### src/sv/rqsr_pkg.sv
// ----------------------------------------------------------------------------
// rqsr_pkg
// Shared types, command and status codes for the ring queue slot sequencer.
// ----------------------------------------------------------------------------
package rqsr_pkg;

    // Default sizing
    localparam int DEFAULT_CAPACITY = 16;
    localparam int DEFAULT_GEN_BITS = 8;

    // Fixed field widths of the command and response channels
    typedef logic [2:0] cmd_t;
    typedef logic [7:0] gen_field_t;
    typedef logic [3:0] slot_field_t;
    typedef logic [2:0] status_t;
    typedef logic [4:0] length_t;
    typedef logic [1:0] phase_t;

    // Commands
    localparam cmd_t CMD_RESERVE_PUSH = 3'd0;
    localparam cmd_t CMD_COMMIT_PUSH  = 3'd1;
    localparam cmd_t CMD_RESERVE_POP  = 3'd2;
    localparam cmd_t CMD_COMMIT_POP   = 3'd3;
    localparam cmd_t CMD_CLEAR_STEP   = 3'd4;
    localparam cmd_t CMD_ABORT_PUSH   = 3'd5;
    localparam cmd_t CMD_DISABLE      = 3'd6;
    localparam cmd_t CMD_ENABLE       = 3'd7;

    // Response status
    localparam status_t STS_OK       = 3'd0;
    localparam status_t STS_FULL     = 3'd1;
    localparam status_t STS_EMPTY    = 3'd2;
    localparam status_t STS_DISABLED = 3'd3;
    localparam status_t STS_BUSY     = 3'd4;
    localparam status_t STS_END      = 3'd5;
    localparam status_t STS_SKIP     = 3'd6;

    // Slot phases; EMPTY must be zero, the clearing pass writes all zeros
    localparam phase_t PH_EMPTY   = 2'd0;
    localparam phase_t PH_WRITING = 2'd1;
    localparam phase_t PH_FULL    = 2'd2;
    localparam phase_t PH_READING = 2'd3;

endpackage

### src/sv/rqsr_cmd_if.sv
// ----------------------------------------------------------------------------
// rqsr_cmd_if
// Command channel: valid/ready handshake with the command payload.
// ----------------------------------------------------------------------------
interface rqsr_cmd_if;

    logic                     valid;
    logic                     ready;
    rqsr_pkg::cmd_t           command;
    rqsr_pkg::gen_field_t     generation;
    rqsr_pkg::slot_field_t    slot_index;

    modport source (
        output valid,
        output command,
        output generation,
        output slot_index,
        input  ready
    );

    modport sink (
        input  valid,
        input  command,
        input  generation,
        input  slot_index,
        output ready
    );

endinterface

### src/sv/rqsr_rsp_if.sv
// ----------------------------------------------------------------------------
// rqsr_rsp_if
// Response channel: valid/ready handshake with the response payload.
// ----------------------------------------------------------------------------
interface rqsr_rsp_if;

    logic                     valid;
    logic                     ready;
    rqsr_pkg::status_t        status;
    rqsr_pkg::gen_field_t     granted_generation;
    rqsr_pkg::slot_field_t    granted_slot;
    rqsr_pkg::length_t        length;
    logic                     enabled;

    modport source (
        output valid,
        output status,
        output granted_generation,
        output granted_slot,
        output length,
        output enabled,
        input  ready
    );

    modport sink (
        input  valid,
        input  status,
        input  granted_generation,
        input  granted_slot,
        input  length,
        input  enabled,
        output ready
    );

endinterface

### src/sv/rqsr_slot_store.sv
// ----------------------------------------------------------------------------
// rqsr_slot_store
// Per-slot phase/generation memory, one read and one write port, registered
// read data. Runs a clearing pass after reset and flags when it is done.
// ----------------------------------------------------------------------------
module rqsr_slot_store #(
    parameter int DEPTH  = rqsr_pkg::DEFAULT_CAPACITY,
    parameter int WIDTH  = rqsr_pkg::DEFAULT_GEN_BITS + 2,
    parameter int ADDR_W = $clog2(DEPTH)
) (
    input  logic              clk,
    input  logic              rst_n,
    input  logic              rd_en,
    input  logic [ADDR_W-1:0] rd_addr,
    output logic [WIDTH-1:0]  rd_data,
    input  logic              wr_en,
    input  logic [ADDR_W-1:0] wr_addr,
    input  logic [WIDTH-1:0]  wr_data,
    output logic              init_done
);

    localparam logic [ADDR_W-1:0] LAST_ADDR = ADDR_W'(DEPTH - 1);

    logic [WIDTH-1:0]  slot_mem_reg [DEPTH];
    logic [WIDTH-1:0]  rd_data_reg;
    logic [ADDR_W-1:0] clr_addr_reg;
    logic [ADDR_W-1:0] clr_addr_next;
    logic              clr_done_reg;
    logic              clr_done_next;

    logic              mem_we;
    logic [ADDR_W-1:0] mem_waddr;
    logic [WIDTH-1:0]  mem_wdata;

    always_comb
    begin
        clr_addr_next = clr_addr_reg;
        clr_done_next = clr_done_reg;
        if (!clr_done_reg)
        begin
            clr_addr_next = clr_addr_reg + ADDR_W'(1);
            if (clr_addr_reg == LAST_ADDR)
            begin
                clr_done_next = 1'b1;
            end
        end
    end

    always_ff @(posedge clk or negedge rst_n)
    begin
        if (!rst_n)
        begin
            clr_addr_reg <= '0;
            clr_done_reg <= 1'b0;
        end
        else
        begin
            clr_addr_reg <= clr_addr_next;
            clr_done_reg <= clr_done_next;
        end
    end

    // clearing pass owns the write port until it finishes
    assign mem_we    = !clr_done_reg || wr_en;
    assign mem_waddr = clr_done_reg ? wr_addr : clr_addr_reg;
    assign mem_wdata = clr_done_reg ? wr_data : '0;

    always_ff @(posedge clk)
    begin
        if (mem_we)
        begin
            slot_mem_reg[mem_waddr] <= mem_wdata;
        end
        if (rd_en)
        begin
            rd_data_reg <= slot_mem_reg[rd_addr];
        end
    end

    assign rd_data   = rd_data_reg;
    assign init_done = clr_done_reg;

endmodule

### src/sv/ring_queue_slot_reservation_unit.sv
// ----------------------------------------------------------------------------
// ring_queue_slot_reservation_unit
// Slot sequencer for a bounded ring queue. Each accepted command produces
// exactly one response. The transfer cycle issues the read of one slot entry
// from the synchronous slot memory; on the registered read data the command
// is then evaluated, the entry written back and the response register loaded,
// held off while the response register is still held by the consumer. After
// reset, a clearing pass writes every slot entry to empty/generation zero,
// during which no command is taken.
// ----------------------------------------------------------------------------
module ring_queue_slot_reservation_unit #(
    parameter int CAPACITY = rqsr_pkg::DEFAULT_CAPACITY,
    parameter int GEN_BITS = rqsr_pkg::DEFAULT_GEN_BITS
) (
    input  logic         clk,
    input  logic         rst_n,
    rqsr_cmd_if.sink     cmd,
    rqsr_rsp_if.source   rsp
);

    localparam int SLOT_W  = $clog2(CAPACITY);
    localparam int ENTRY_W = GEN_BITS + 2;

    typedef logic [SLOT_W-1:0]   slot_t;
    typedef logic [GEN_BITS-1:0] gen_t;
    typedef logic [SLOT_W:0]     len_t;

    localparam slot_t SLOT_LAST = SLOT_W'(CAPACITY - 1);
    localparam len_t  CAP_LEN   = (SLOT_W + 1)'(CAPACITY);
    localparam gen_t  GEN_ONE   = GEN_BITS'(1);

    localparam logic FSM_IDLE = 1'b0;
    localparam logic FSM_EXEC = 1'b1;

    // control
    logic                 state_reg;
    logic                 state_next;
    logic                 init_done;
    logic                 cmd_fire;
    logic                 exec_fire;

    // captured command
    rqsr_pkg::cmd_t       cmd_reg;
    gen_t                 gin_reg;
    slot_t                sin_reg;
    logic                 sin_ok_reg;

    // positions and flag
    slot_t                push_slot_reg;
    gen_t                 push_gen_reg;
    slot_t                pop_slot_reg;
    gen_t                 pop_gen_reg;
    logic                 disabled_reg;
    slot_t                push_slot_next;
    gen_t                 push_gen_next;
    slot_t                pop_slot_next;
    gen_t                 pop_gen_next;
    logic                 disabled_next;
    logic                 push_adv;
    logic                 pop_adv;

    // memory port
    slot_t                rd_addr;
    slot_t                addr_reg;     // write-back address is the entry read for this command
    logic [ENTRY_W-1:0]   rd_data;
    logic                 wr_req;
    logic                 wr_en;
    logic [ENTRY_W-1:0]   wr_data;
    rqsr_pkg::phase_t     ph;
    gen_t                 sg;
    rqsr_pkg::phase_t     new_ph;
    gen_t                 new_gen;
    gen_t                 push_diff;
    gen_t                 pop_diff;

    // response
    rqsr_pkg::status_t    sts;
    gen_t                 grant_gen;
    slot_t                grant_slot;
    logic                 out_valid_reg;
    rqsr_pkg::status_t    status_reg;
    rqsr_pkg::gen_field_t ggen_reg;
    rqsr_pkg::slot_field_t gslot_reg;
    rqsr_pkg::length_t    length_reg;
    logic                 enabled_reg;

    // length
    len_t                 sdiff;
    len_t                 sdiff_wrap;
    slot_t                sd;
    gen_t                 gd;
    len_t                 len_full;

    rqsr_slot_store #(
        .DEPTH  (CAPACITY),
        .WIDTH  (ENTRY_W),
        .ADDR_W (SLOT_W)
    ) u_store (
        .clk       (clk),
        .rst_n     (rst_n),
        .rd_en     (cmd_fire),
        .rd_addr   (rd_addr),
        .rd_data   (rd_data),
        .wr_en     (wr_en),
        .wr_addr   (addr_reg),
        .wr_data   (wr_data),
        .init_done (init_done)
    );

    assign cmd.ready = (state_reg == FSM_IDLE) && init_done;
    assign cmd_fire  = cmd.valid && cmd.ready;
    assign exec_fire = (state_reg == FSM_EXEC) && (!out_valid_reg || rsp.ready);

    always_comb
    begin
        unique case (cmd.command)
            rqsr_pkg::CMD_RESERVE_PUSH: rd_addr = push_slot_reg;
            rqsr_pkg::CMD_RESERVE_POP,
            rqsr_pkg::CMD_CLEAR_STEP:   rd_addr = pop_slot_reg;
            rqsr_pkg::CMD_COMMIT_PUSH,
            rqsr_pkg::CMD_COMMIT_POP,
            rqsr_pkg::CMD_ABORT_PUSH,
            rqsr_pkg::CMD_DISABLE,
            rqsr_pkg::CMD_ENABLE:       rd_addr = SLOT_W'(cmd.slot_index);
        endcase
    end

    always_ff @(posedge clk)
    begin
        if (cmd_fire)
        begin
            gin_reg    <= GEN_BITS'(cmd.generation);
            sin_reg    <= SLOT_W'(cmd.slot_index);
            sin_ok_reg <= 32'(cmd.slot_index) < 32'(CAPACITY);
            addr_reg   <= rd_addr;
        end
    end

    assign ph        = rd_data[ENTRY_W-1:GEN_BITS];
    assign sg        = rd_data[GEN_BITS-1:0];
    assign push_diff = push_gen_reg - sg;
    assign pop_diff  = pop_gen_reg - sg;

    // command evaluation on the entry just read
    always_comb
    begin
        sts           = rqsr_pkg::STS_BUSY;
        grant_gen     = '0;
        grant_slot    = '0;
        wr_req        = 1'b0;
        new_ph        = ph;
        new_gen       = sg;
        push_adv      = 1'b0;
        pop_adv       = 1'b0;
        disabled_next = disabled_reg;
        unique case (cmd_reg)
            rqsr_pkg::CMD_RESERVE_PUSH:
            begin
                if (disabled_reg)
                begin
                    sts = rqsr_pkg::STS_DISABLED;
                end
                else if (ph == rqsr_pkg::PH_EMPTY && sg == push_gen_reg)
                begin
                    sts        = rqsr_pkg::STS_OK;
                    grant_gen  = push_gen_reg;
                    grant_slot = push_slot_reg;
                    wr_req     = 1'b1;
                    new_ph     = rqsr_pkg::PH_WRITING;
                    push_adv   = 1'b1;
                end
                else if (push_diff == GEN_ONE)
                begin
                    sts = (ph == rqsr_pkg::PH_READING) ? rqsr_pkg::STS_BUSY
                                                       : rqsr_pkg::STS_FULL;
                end
                else
                begin
                    push_adv = 1'b1;
                end
            end
            rqsr_pkg::CMD_COMMIT_PUSH:
            begin
                if (sin_ok_reg && ph == rqsr_pkg::PH_WRITING && sg == gin_reg)
                begin
                    sts    = rqsr_pkg::STS_OK;
                    wr_req = 1'b1;
                    new_ph = rqsr_pkg::PH_FULL;
                end
            end
            rqsr_pkg::CMD_RESERVE_POP:
            begin
                if (ph == rqsr_pkg::PH_FULL && sg == pop_gen_reg)
                begin
                    sts        = rqsr_pkg::STS_OK;
                    grant_gen  = pop_gen_reg;
                    grant_slot = pop_slot_reg;
                    wr_req     = 1'b1;
                    new_ph     = rqsr_pkg::PH_READING;
                    pop_adv    = 1'b1;
                end
                else if (pop_diff == GEN_ONE ||
                         (pop_diff == '0 && ph == rqsr_pkg::PH_EMPTY))
                begin
                    sts = rqsr_pkg::STS_EMPTY;
                end
                else if (pop_diff == '0 && ph != rqsr_pkg::PH_WRITING)
                begin
                    // slot already being read: step past it
                    pop_adv = 1'b1;
                end
            end
            rqsr_pkg::CMD_COMMIT_POP:
            begin
                if (sin_ok_reg && ph == rqsr_pkg::PH_READING && sg == gin_reg)
                begin
                    sts     = rqsr_pkg::STS_OK;
                    wr_req  = 1'b1;
                    new_ph  = rqsr_pkg::PH_EMPTY;
                    new_gen = gin_reg + GEN_ONE;
                end
            end
            rqsr_pkg::CMD_CLEAR_STEP:
            begin
                if (!sin_ok_reg || (gin_reg == pop_gen_reg && sin_reg == pop_slot_reg))
                begin
                    sts = rqsr_pkg::STS_END;
                end
                else if (ph == rqsr_pkg::PH_FULL && sg == pop_gen_reg)
                begin
                    sts        = rqsr_pkg::STS_OK;
                    grant_gen  = pop_gen_reg;
                    grant_slot = pop_slot_reg;
                    wr_req     = 1'b1;
                    new_ph     = rqsr_pkg::PH_READING;
                    pop_adv    = 1'b1;
                end
                else if (ph == rqsr_pkg::PH_WRITING || ph == rqsr_pkg::PH_FULL)
                begin
                    sts = rqsr_pkg::STS_BUSY;
                end
                else
                begin
                    sts     = rqsr_pkg::STS_SKIP;
                    pop_adv = 1'b1;
                end
            end
            rqsr_pkg::CMD_ABORT_PUSH:
            begin
                if (sin_ok_reg && ph == rqsr_pkg::PH_WRITING && sg == gin_reg &&
                    pop_gen_reg == gin_reg && pop_slot_reg == sin_reg)
                begin
                    sts     = rqsr_pkg::STS_OK;
                    wr_req  = 1'b1;
                    new_ph  = rqsr_pkg::PH_EMPTY;
                    new_gen = gin_reg + GEN_ONE;
                    pop_adv = 1'b1;
                end
            end
            rqsr_pkg::CMD_DISABLE:
            begin
                sts           = rqsr_pkg::STS_OK;
                disabled_next = 1'b1;
            end
            rqsr_pkg::CMD_ENABLE:
            begin
                sts           = rqsr_pkg::STS_OK;
                disabled_next = 1'b0;
            end
        endcase
    end

    assign wr_en   = exec_fire && wr_req;
    assign wr_data = {new_ph, new_gen};

    // position increments wrap the slot and carry into the generation
    always_comb
    begin
        push_slot_next = push_slot_reg;
        push_gen_next  = push_gen_reg;
        pop_slot_next  = pop_slot_reg;
        pop_gen_next   = pop_gen_reg;
        if (push_adv)
        begin
            if (push_slot_reg == SLOT_LAST)
            begin
                push_slot_next = '0;
                push_gen_next  = push_gen_reg + GEN_ONE;
            end
            else
            begin
                push_slot_next = push_slot_reg + SLOT_W'(1);
            end
        end
        if (pop_adv)
        begin
            if (pop_slot_reg == SLOT_LAST)
            begin
                pop_slot_next = '0;
                pop_gen_next  = pop_gen_reg + GEN_ONE;
            end
            else
            begin
                pop_slot_next = pop_slot_reg + SLOT_W'(1);
            end
        end
    end

    // circular distance push - pop in (generation, slot) form, then clamp
    always_comb
    begin
        sdiff      = {1'b0, push_slot_next} - {1'b0, pop_slot_next};
        sdiff_wrap = sdiff + CAP_LEN;
        sd         = sdiff[SLOT_W] ? sdiff_wrap[SLOT_W-1:0] : sdiff[SLOT_W-1:0];
        gd         = push_gen_next - pop_gen_next - GEN_BITS'(sdiff[SLOT_W]);
        priority if (gd[GEN_BITS-1] && (gd[GEN_BITS-2:0] != '0 || sd != '0))
        begin
            len_full = '0;
        end
        else if (gd == '0)
        begin
            len_full = {1'b0, sd};
        end
        else
        begin
            len_full = CAP_LEN;
        end
    end

    always_comb
    begin
        state_next = state_reg;
        unique case (state_reg)
            FSM_IDLE: if (cmd_fire)  state_next = FSM_EXEC;
            FSM_EXEC: if (exec_fire) state_next = FSM_IDLE;
        endcase
    end

    always_ff @(posedge clk or negedge rst_n)
    begin
        if (!rst_n)
        begin
            state_reg     <= FSM_IDLE;
            cmd_reg       <= rqsr_pkg::CMD_RESERVE_PUSH;
            push_slot_reg <= '0;
            push_gen_reg  <= '0;
            pop_slot_reg  <= '0;
            pop_gen_reg   <= '0;
            disabled_reg  <= 1'b0;
            out_valid_reg <= 1'b0;
        end
        else
        begin
            state_reg <= state_next;
            if (cmd_fire)
            begin
                cmd_reg <= cmd.command;
            end
            if (exec_fire)
            begin
                push_slot_reg <= push_slot_next;
                push_gen_reg  <= push_gen_next;
                pop_slot_reg  <= pop_slot_next;
                pop_gen_reg   <= pop_gen_next;
                disabled_reg  <= disabled_next;
                out_valid_reg <= 1'b1;
            end
            else if (rsp.ready)
            begin
                out_valid_reg <= 1'b0;
            end
        end
    end

    always_ff @(posedge clk)
    begin
        if (exec_fire)
        begin
            status_reg  <= sts;
            ggen_reg    <= rqsr_pkg::gen_field_t'(grant_gen);
            gslot_reg   <= rqsr_pkg::slot_field_t'(grant_slot);
            length_reg  <= rqsr_pkg::length_t'(len_full);
            enabled_reg <= !disabled_next;
        end
    end

    assign rsp.valid              = out_valid_reg;
    assign rsp.status             = status_reg;
    assign rsp.granted_generation = ggen_reg;
    assign rsp.granted_slot       = gslot_reg;
    assign rsp.length             = length_reg;
    assign rsp.enabled            = enabled_reg;

    a_accept_to_exec: assert property (@(posedge clk) disable iff (!rst_n)
        cmd_fire |=> state_reg == FSM_EXEC)
        else $error("accepted command did not enter execution");

    a_exec_loads_rsp: assert property (@(posedge clk) disable iff (!rst_n)
        exec_fire |=> out_valid_reg && state_reg == FSM_IDLE)
        else $error("completed command did not present a response");

    a_write_in_exec: assert property (@(posedge clk) disable iff (!rst_n)
        wr_en |-> state_reg == FSM_EXEC && init_done)
        else $error("slot write outside command execution");

    a_grant_fields: assert property (@(posedge clk) disable iff (!rst_n)
        out_valid_reg && status_reg != rqsr_pkg::STS_OK |->
            ggen_reg == '0 && gslot_reg == '0)
        else $error("grant fields set on a non-granted response");

    a_no_cmd_in_clear: assert property (@(posedge clk) disable iff (!rst_n)
        !init_done |-> state_reg == FSM_IDLE && !out_valid_reg)
        else $error("command activity during the clearing pass");

endmodule
### src/flat_wrapper.sv
// flat-port wrapper written by rule: the top's interface ports become plain ports
module ring_queue_slot_reservation_unit_flat 
#(
    parameter int CAPACITY = rqsr_pkg::DEFAULT_CAPACITY,
    parameter int GEN_BITS = rqsr_pkg::DEFAULT_GEN_BITS
)
  (clk, rst_n, cmd_valid, cmd_command, cmd_generation, cmd_slot_index, cmd_ready, rsp_valid, rsp_status, rsp_granted_generation, rsp_granted_slot, rsp_length, rsp_enabled, rsp_ready);
  rqsr_cmd_if cmd_i ();
  rqsr_rsp_if rsp_i ();
  input  logic clk;
  input  logic rst_n;
  input wire logic [$bits(cmd_i.valid)-1:0] cmd_valid;
  input wire logic [$bits(cmd_i.command)-1:0] cmd_command;
  input wire logic [$bits(cmd_i.generation)-1:0] cmd_generation;
  input wire logic [$bits(cmd_i.slot_index)-1:0] cmd_slot_index;
  output wire logic [$bits(cmd_i.ready)-1:0] cmd_ready;
  output wire logic [$bits(rsp_i.valid)-1:0] rsp_valid;
  output wire logic [$bits(rsp_i.status)-1:0] rsp_status;
  output wire logic [$bits(rsp_i.granted_generation)-1:0] rsp_granted_generation;
  output wire logic [$bits(rsp_i.granted_slot)-1:0] rsp_granted_slot;
  output wire logic [$bits(rsp_i.length)-1:0] rsp_length;
  output wire logic [$bits(rsp_i.enabled)-1:0] rsp_enabled;
  input wire logic [$bits(rsp_i.ready)-1:0] rsp_ready;
  assign cmd_i.valid = cmd_valid;
  assign cmd_i.command = cmd_command;
  assign cmd_i.generation = cmd_generation;
  assign cmd_i.slot_index = cmd_slot_index;
  assign cmd_ready = cmd_i.ready;
  assign rsp_valid = rsp_i.valid;
  assign rsp_status = rsp_i.status;
  assign rsp_granted_generation = rsp_i.granted_generation;
  assign rsp_granted_slot = rsp_i.granted_slot;
  assign rsp_length = rsp_i.length;
  assign rsp_enabled = rsp_i.enabled;
  assign rsp_i.ready = rsp_ready;
  ring_queue_slot_reservation_unit #(.CAPACITY(CAPACITY), .GEN_BITS(GEN_BITS)) u_core (.clk(clk), .rst_n(rst_n), .cmd(cmd_i), .rsp(rsp_i));
endmodule
### config.mk
export PLATFORM = sky130hd
export DESIGN_NAME = ring_queue_slot_reservation_unit_flat
export DESIGN_NICKNAME = d
export VERILOG_FILES = /design/src/sv/rqsr_pkg.sv /design/src/sv/rqsr_cmd_if.sv /design/src/sv/rqsr_rsp_if.sv /design/src/sv/rqsr_slot_store.sv /design/src/sv/ring_queue_slot_reservation_unit.sv /design/src/flat_wrapper.sv
export SDC_FILE = /design/constraint.sdc
export NUM_CORES = 1
export LEC_CHECK = 0
export BUFFER_PORTS_ARGS = -buffer_cell sky130_fd_sc_hd__buf_2
export CORE_ASPECT_RATIO = 0.75
export CORE_MARGIN = 2
export CORE_UTILIZATION = 34
export DETAILED_ROUTE_END_ITERATION = 8
export GPL_ROUTABILITY_DRIVEN = 0
export GPL_TIMING_DRIVEN = 0
export HOLD_SLACK_MARGIN = 0.06
export SETUP_SLACK_MARGIN = 0.5
export SLEW_MARGIN = 10
export SYNTH_ARGS = -nofsm -noshare
export SYNTH_HDL_FRONTEND = slang
export SYNTH_HIERARCHICAL = 1
export SYNTH_SLANG_ARGS = --single-unit
### constraint.sdc
create_clock -name clk -period 7.8 [get_ports clk]
set_input_delay 0 -clock clk [delete_from_list [all_inputs] [get_ports clk]]
set_output_delay 0 -clock clk [all_outputs]
set_load 0.01 [all_outputs]
; Word-level counts from Yosys, hierarchy flattened
; Memory sizes are Yosys's and may differ from the RTL's. A register that Yosys moved wholly into a read port is not among the register bits.
; Cells that the tools add are included.
[totals]
register_bits = 72
mem_bits_rw = 160
n_memories = 1
out_inout_bits = 23
[mem_list]
columns = memory, words, width, rd, rd_clocked_by_memory_dff, write_ports, line
row1 = u_core.u_store.slot_mem_reg, 16, 10, 1, 1, 1, rqsr_slot_store.sv:24  ; logic [WIDTH-1:0] slot_mem_reg [DEPTH];
[op_classes]
n_reduce_logical = 34
add_sub_neg = 12
bitwise = 2
eq_ne = 30
muxes = 76
[op_table]
columns = cell, count
row1 = 8-bit 2-to-1 mux, 10
row2 = 8-bit equality test, 5
row3 = 4-bit 2-to-1 mux, 10
row4 = 3-bit 2-to-1 mux, 11
row5 = 1-bit 2-to-1 mux, 25
row6 = 8-bit by 1-bit adder with 8-bit output (second input constant), 3
row7 = 3-bit equality test (second input constant), 8
row8 = 4-bit case mux with 3 select lines, 2
row9 = 8-bit case mux with 3 select lines, 1
row10 = 8-bit subtractor, 3
row11 = 3-bit case mux with 7 select lines, 1
row12 = 4-bit by 1-bit adder with 4-bit output (second input constant), 4
row13 = 8-bit by 1-bit equality test with 1-bit output (second input constant), 2
row14 = 8-bit logical NOT, 2
row15 = 2-bit 2-to-1 mux, 8
row16 = 8-bit case mux with 2 select lines, 1
row17 = 1-bit logical AND, 14
row18 = 3-bit by 2-bit equality test with 1-bit output (second input constant), 4
row19 = 4-bit equality test (second input constant), 3
row20 = 2-bit case mux with 6 select lines, 1
row21 = 10-bit 2-to-1 mux, 1
row22 = 4-bit equality test, 2
row23 = 8-bit by 1-bit subtractor with 8-bit output, 1
row24 = 7-bit nonzero test, 1
row25 = other kinds (18), 31

; Depth between registers and ports, before layout
[logic_depth]
word_depth = 15
ltp_mapped = 26
mapped_depth_nobuf = 26

; Cells and area by module
; The synthesis kept the hierarchy.
[by_module_without_submodules]
columns = module, instances, area_per_inst_um2, seq_area_each_um2, cells_per_inst
row1 = rqsr_slot_store, 1, 6802.8, 5230.0, 320
row2 = ring_queue_slot_reservation_unit, 1, 5153.7, 1861.8, 547

; Worst setup path after synthesis
; OpenSTA, ideal clock, no wires.
[synth_path]
path_kind = register -> register
from = reg u_core.u_store.rd_data_reg[3] (netlist: u_core/u_store/rd_data[3]) (read register of u_core.u_store.slot_mem_reg)
to = reg u_core.length_reg[4] (netlist: u_core/rsp.length[4]), data pin
arrival_time_ns = 5.187
setup_slack_ns = 2.353
t_required_ns = 7.540
stages_incl_launch_ff = 25
period_less_slack_ns = 5.447
setup_ns = 0.260
cell_sequence = edfxtp_1 inv_1 ha_1 or2_2 or3_1 o22ai_1 xor2_1 or4b_1 o21ai_2 mux2_2 ha_1 inv_1 fa_1 a21o_1 a21oi_1 fa_1 fa_1 a21boi_0 o21ai_0 nand2b_1 a21oi_1 xor2_1 nand2_1 or3_4 mux2_4
[synth_via]
elab_chain_cells = 14
elab_cells_between_ends = 42
cone_classes = add/sub (6) / eq/ne (5) / mux (17) / reduce/logical (14)
[synth_rtl]
columns = item, line
row1 = start: declaration, rqsr_slot_store.sv:25  ; logic [WIDTH-1:0] rd_data_reg;
row2 = 8-bit subtractor, ring_queue_slot_reservation_unit.sv:142  ; assign pop_diff = pop_gen_reg - sg;
row3 = 8-bit logical NOT, "ring_queue_slot_reservation_unit.sv:203, ring_queue_slot_reservation_unit.sv:207"
row4 = 1-bit logical AND (on tied branches), "ring_queue_slot_reservation_unit.sv:207, ring_queue_slot_reservation_unit.sv:203"
row5 = 1-bit 2-to-1 mux or 1-bit logical OR (tied branches), "ring_queue_slot_reservation_unit.sv:207, ring_queue_slot_reservation_unit.sv:202"
row6 = 1-bit 2-to-1 mux, ring_queue_slot_reservation_unit.sv:202  ; else if (pop_diff == GEN_ONE ||
row7 = 1-bit 2-to-1 mux, ring_queue_slot_reservation_unit.sv:193  ; if (ph == rqsr_pkg::PH_FULL && sg == pop_gen_reg)
row8 = 1-bit case mux with 3 select lines (*), ring_queue_slot_reservation_unit.sv:156  ; unique case (cmd_reg)
row9 = 4-bit 2-to-1 mux (*), ring_queue_slot_reservation_unit.sv:295  ; if (pop_adv)
row10 = via u_core.pop_slot_next[0], ring_queue_slot_reservation_unit.sv:56  ; slot_t pop_slot_next;
row11 = 4-bit by 4-bit subtractor with 5-bit output (*), ring_queue_slot_reservation_unit.sv:312  ; sdiff = {1'b0, push_slot_next} - {1'b0, pop_slot_next};
row12 = branches (longest 5 deep; another with 8-bit by 1-bit subtractor with 8-bit output), --
row13 = end signal: assignment, ring_queue_slot_reservation_unit.sv:382  ; length_reg <= rqsr_pkg::length_t'(len_full);
row14 = end: declaration, ring_queue_slot_reservation_unit.sv:84  ; rqsr_pkg::length_t length_reg;
; Mark *: on every way through the listed nets, which the timed path passes.
; A chain may end at the register's enable or synchronous reset.

; Final worst setup path
[layout_path]
from = reg u_core.push_gen_reg[0]
to = reg u_core.length_reg[4] (netlist: u_core/rsp.length[4]), data pin
[layout_via]
elab_chain_cells = 13
elab_cells_between_ends = 23
cone_classes = add/sub (6) / eq/ne (2) / mux (9) / reduce/logical (6)
[layout_rtl]
columns = item, line
row1 = start: declaration, ring_queue_slot_reservation_unit.sv:50  ; gen_t push_gen_reg;
row2 = start signal: assignment, ring_queue_slot_reservation_unit.sv:362  ; push_gen_reg <= push_gen_next;
row3 = branches (longest 13 deep; another with 8-bit subtractor), --
; Several ways; the timed one is not identified.

==> results.json <==
{
  "switching_share_pct": 27.8,
  "crit_fanout": 6,
  "synth-async-reset-ratio_pct": 14.5,
  "drive_gt1_share_pct": 15.1,
  "die_h_um": 166,
  "grt_use_total_pct": 15.6,
  "synth.largest_area_cell": "edfxtp_1",
  "routedWlPerCell_um": 20.0,
  "grt_first_pass_wirelength_um": 43300,
  "grt_max_degree": 36,
  "r2r_end": "u_core/rsp.length[4]$_SDFFCE_PP0P_",
  "post_cts_buffers": 0,
  "drt_iter0_drc": 795,
  "routed_wl_um": 28600,
  "grt_use_met1_pct": 25.6,
  "synth-seq-cells": 242,
  "finalSetupViolations": 0,
  "syn_inst": 867,
  "initial_core_util_pct": 34.5,
  "cts-resized-gates": 0,
  "ys_seq_area_share_pct": 59.3,
  "port_buffers": 41,
  "rr_startpoint": "u_core/push_gen_reg[0]$_DFFE_PN0P_",
  "worst_ep_required_time_ps": 8080,
  "first_pass_iters": 5,
  "fin_nets": 1016,
  "grt_antenna_before_repair": 0,
  "htree_levels": 1,
  "arrival_ps": 6870,
  "start_kind": "flop",
  "slew_viol_final": 0,
  "reg2reg_depth": 25,
  "combPwrFrac_pct": 19.9,
  "grtUsageMet3_pct": 2.80,
  "slowest_stage": "dfrtp_1",
  "end_kind": "flop",
  "root_buffer": "clkbuf_16",
  "rsz0062_at_grt": "false",
  "hold_violations": 0,
  "ant_nets": 0,
  "synth_edf_count": 207,
  "vdd_ir_drop_max_mv": 0.188,
  "grt_overflow": 0,
  "drc": 0,
  "regArea_um2": 7090,
  "syn_avg_cell_area_um2": 13.8,
  "tns_ps": 0,
  "core_um2": 34700,
  "syn-cell-area_um2": 12000,
  "fin_util_pct": 39.9,
  "netSwitchingPower_uw": 1010,
  "synth_ff_type": "edfxtp_1",
  "pin_count": 42,
  "areaGrowthSynthToFinish_pct": 15.7,
  "holdWs_ps": 117,
  "synth_nets": 929,
  "reg2reg_slack_ps": 1210,
  "use_met2_pct": 21.0,
  "synth_area_leaders": "edfxtp_1 (52%), dfrtp_1 (7.3%), mux4_2 (5.3%)",
  "vias_per_cell": 5.20,
  "slowest_delay_ps": 460,
  "fill_cells": 3256,
  "max_freq_ghz": 0.152,
  "cts_made_buffers": 25,
  "fin_worst_skew_ps": 20.8,
  "largest_reg_flops": 160,
  "clkPwrFrac_pct": 36.6,
  "power_density_nw_per_um2": 264,
  "period_minus_slack_ps": 6590,
  "ys_warn_count": 6,
  "outcome": "finished clean",
  "cts_tree": "done",
  "endpoint": "u_core/rsp.length[4]$_SDFFCE_PP0P_",
  "clock_latency_ps": 540,
  "p_leak_uw": 0.00503,
  "relSlewSlack_pct": 20.2,
  "multi_input_area_um2": 4500,
  "dieArea_um2": 36700,
  "cp-startpoint": "u_core/push_gen_reg[0]$_DFFE_PN0P_",
  "busiest_layer": "met1",
  "grt_pass1_vias": 7220,
  "p_seq_share_pct": 43.5,
  "synth.distinct_cells": 76,
  "place_hpwl_um": 20400,
  "path_clk_slew_ps": 60,
  "die_w_um": 221,
  "worstSetupPathType": "reg -> reg",
  "hold_class": "in -> async",
  "clock_sinks": 242,
  "p_int_uw": 2630,
  "tightest_slew_ps": 1200,
  "clock_path_buffers": 3,
  "vias": 7440,
  "rows": 59,
  "cap_viol_max_count": 0,
  "antenna-diode-count": 0,
  "finalPower_uw": 3650,
  "fin_crit_sh_pct": 84.5,
  "netlist.area_leader.share_pct": 52.0
}
==> cell families after synthesis <==
| kind of cell | count (synthesis) | synth area share [%] |
|---|---|---|
| AND/OR/NAND/NOR | 237 | 10.0 |
| flip-flops | 242 | 59.3 |
| AO/OA/AOI/OAI | 139 | 7.85 |
| XOR/XNOR | 76 | 5.72 |
| buffers and inverters | 76 | 3.09 |
| adder cells (fa/ha/maj) | 43 | 4.81 |
| multiplexers | 54 | 9.20 |
==> power groups by stage <==
stage,Sequential [µW],Combinational (µW),Clock [µW]
floorplan,1600,483,0
global placement,1610,698,0
detailed placement,1610,709,0
CTS,1580,725,1360
global route,1590,796,1410
finish,1590,727,1340
==> worst max-delay path: cells and delay by family, from the launching register on <==
kind | cells | cell delay [ps]
DFF | 1 | 460
adders and majority gates | 6 | 1860
and+or+nand+nor | 7 | 1460
buffers and inverters | 3 | 210
AOI/OAI and AO/OA | 5 | 1310
xor gates and xnor gates | 2 | 330
muxes | 2 | 710
==> worst min-delay path by stage <==
stage,startpoint,endpoint,depth (start not counted)
6_report,rst_n,u_core/push_gen_reg[2]$_DFFE_PN0P_,2
5_1_grt,cmd_generation[3],u_core/gin_reg[3]$_DFFE_PP_,2
4_1_cts,rst_n,u_core/push_gen_reg[2]$_DFFE_PN0P_,2
3_5_place_dp,rst_n,u_core/push_gen_reg[3]$_DFFE_PN0P_,1
3_3_place_gp,rst_n,u_core/push_gen_reg[3]$_DFFE_PN0P_,1
2_1_floorplan,rst_n,async pin,0
==> routing by layer <==
layer	vias up	share of wire (%)
met5	-	0
met4	0	1.8
met3	35	7.3
met2	246	41
met1	3714	50
li1	3445	-
==> placed cells by master, fill, tap and decap left out, types with 4 or more instances in the layout <==
master         netlist  final
clkbuf_16            0     25
and3_1               5      5
nand2_1             68     68
and3_2               4      4
dlygate4sd3_1        0     19
nor4_1               6      6
ha_1                38     38
xor2_1              33     33
a21oi_1             31     31
a31oi_1              5      5
nor3_1              14     14
mux2_2               6      6
buf_2                1     42
mux2i_1              6      6
mux4_2              28     28
nor2_1              55     55
and2_1              14     14
dfrtp_1             35     35
nand3_1             14     14
inv_1               38     38
buf_4                4      4
xnor2_1             42     42
fa_1                 5      5
nand4_1              9      9
o22ai_1              4      4
buf_1                7      7
o21a_1               5      5
o21ai_0             24     24
a22o_1              12     12
nor2b_1              9      9
a22oi_1             26     26
clkbuf_1            19     22
edfxtp_1           207    207
a21o_1               5      5
bufinv_16            0      7
mux4_1              12     12
nand2b_1            10     10
or3_1                4      4
==> Yosys cell counts, drive strengths merged (6+ instances only) <==
cell type	n
edfxtp	207
nand2	68
nor2	56
xnor2	43
mux4	40
ha	38
inv	38
dfrtp	35
a21oi	33
xor2	33
o21ai	27
a22oi	26
clkbuf	22
buf	16
and2	14
nand3	14
nor3	14
a22o	12
and3	10
nand2b	10
nand4	9
nor2b	9
mux2	8
nor4	7
or3	7
mux2i	6
==> final cells by class <==
| class | count | share of cell area (%) |
|---|---|---|
| buffer | 38 | 1.65 |
| clock buffer | 29 | 4.63 |
| clock inverter | 17 | 1.97 |
| inverter | 38 | 1.03 |
| multi-input combinational | 549 | 32.5 |
| sequential | 242 | 51.2 |
| tap | 457 | 4.13 |
| timing repair buffer | 60 | 2.86 |
==> metrics by stage <==
stage,worst slack [ps],cell area [µm²],std cells
after CTS,1300,13800,1430
after detailed placement,1380,12700,1365
after global routing,834,13800,1430
after floorplan,2350,12000,867
final,1210,13800,1430
after global placement,1410,12700,1365
==> what timing repair did <==
action | in CTS | in global routing
hold buffers | 19 | 0
endpoints found under the hold margin | 55 | 0
setup endpoints to repair | 0 | 0
No activity file was read; power rests on OpenSTA's default activity.
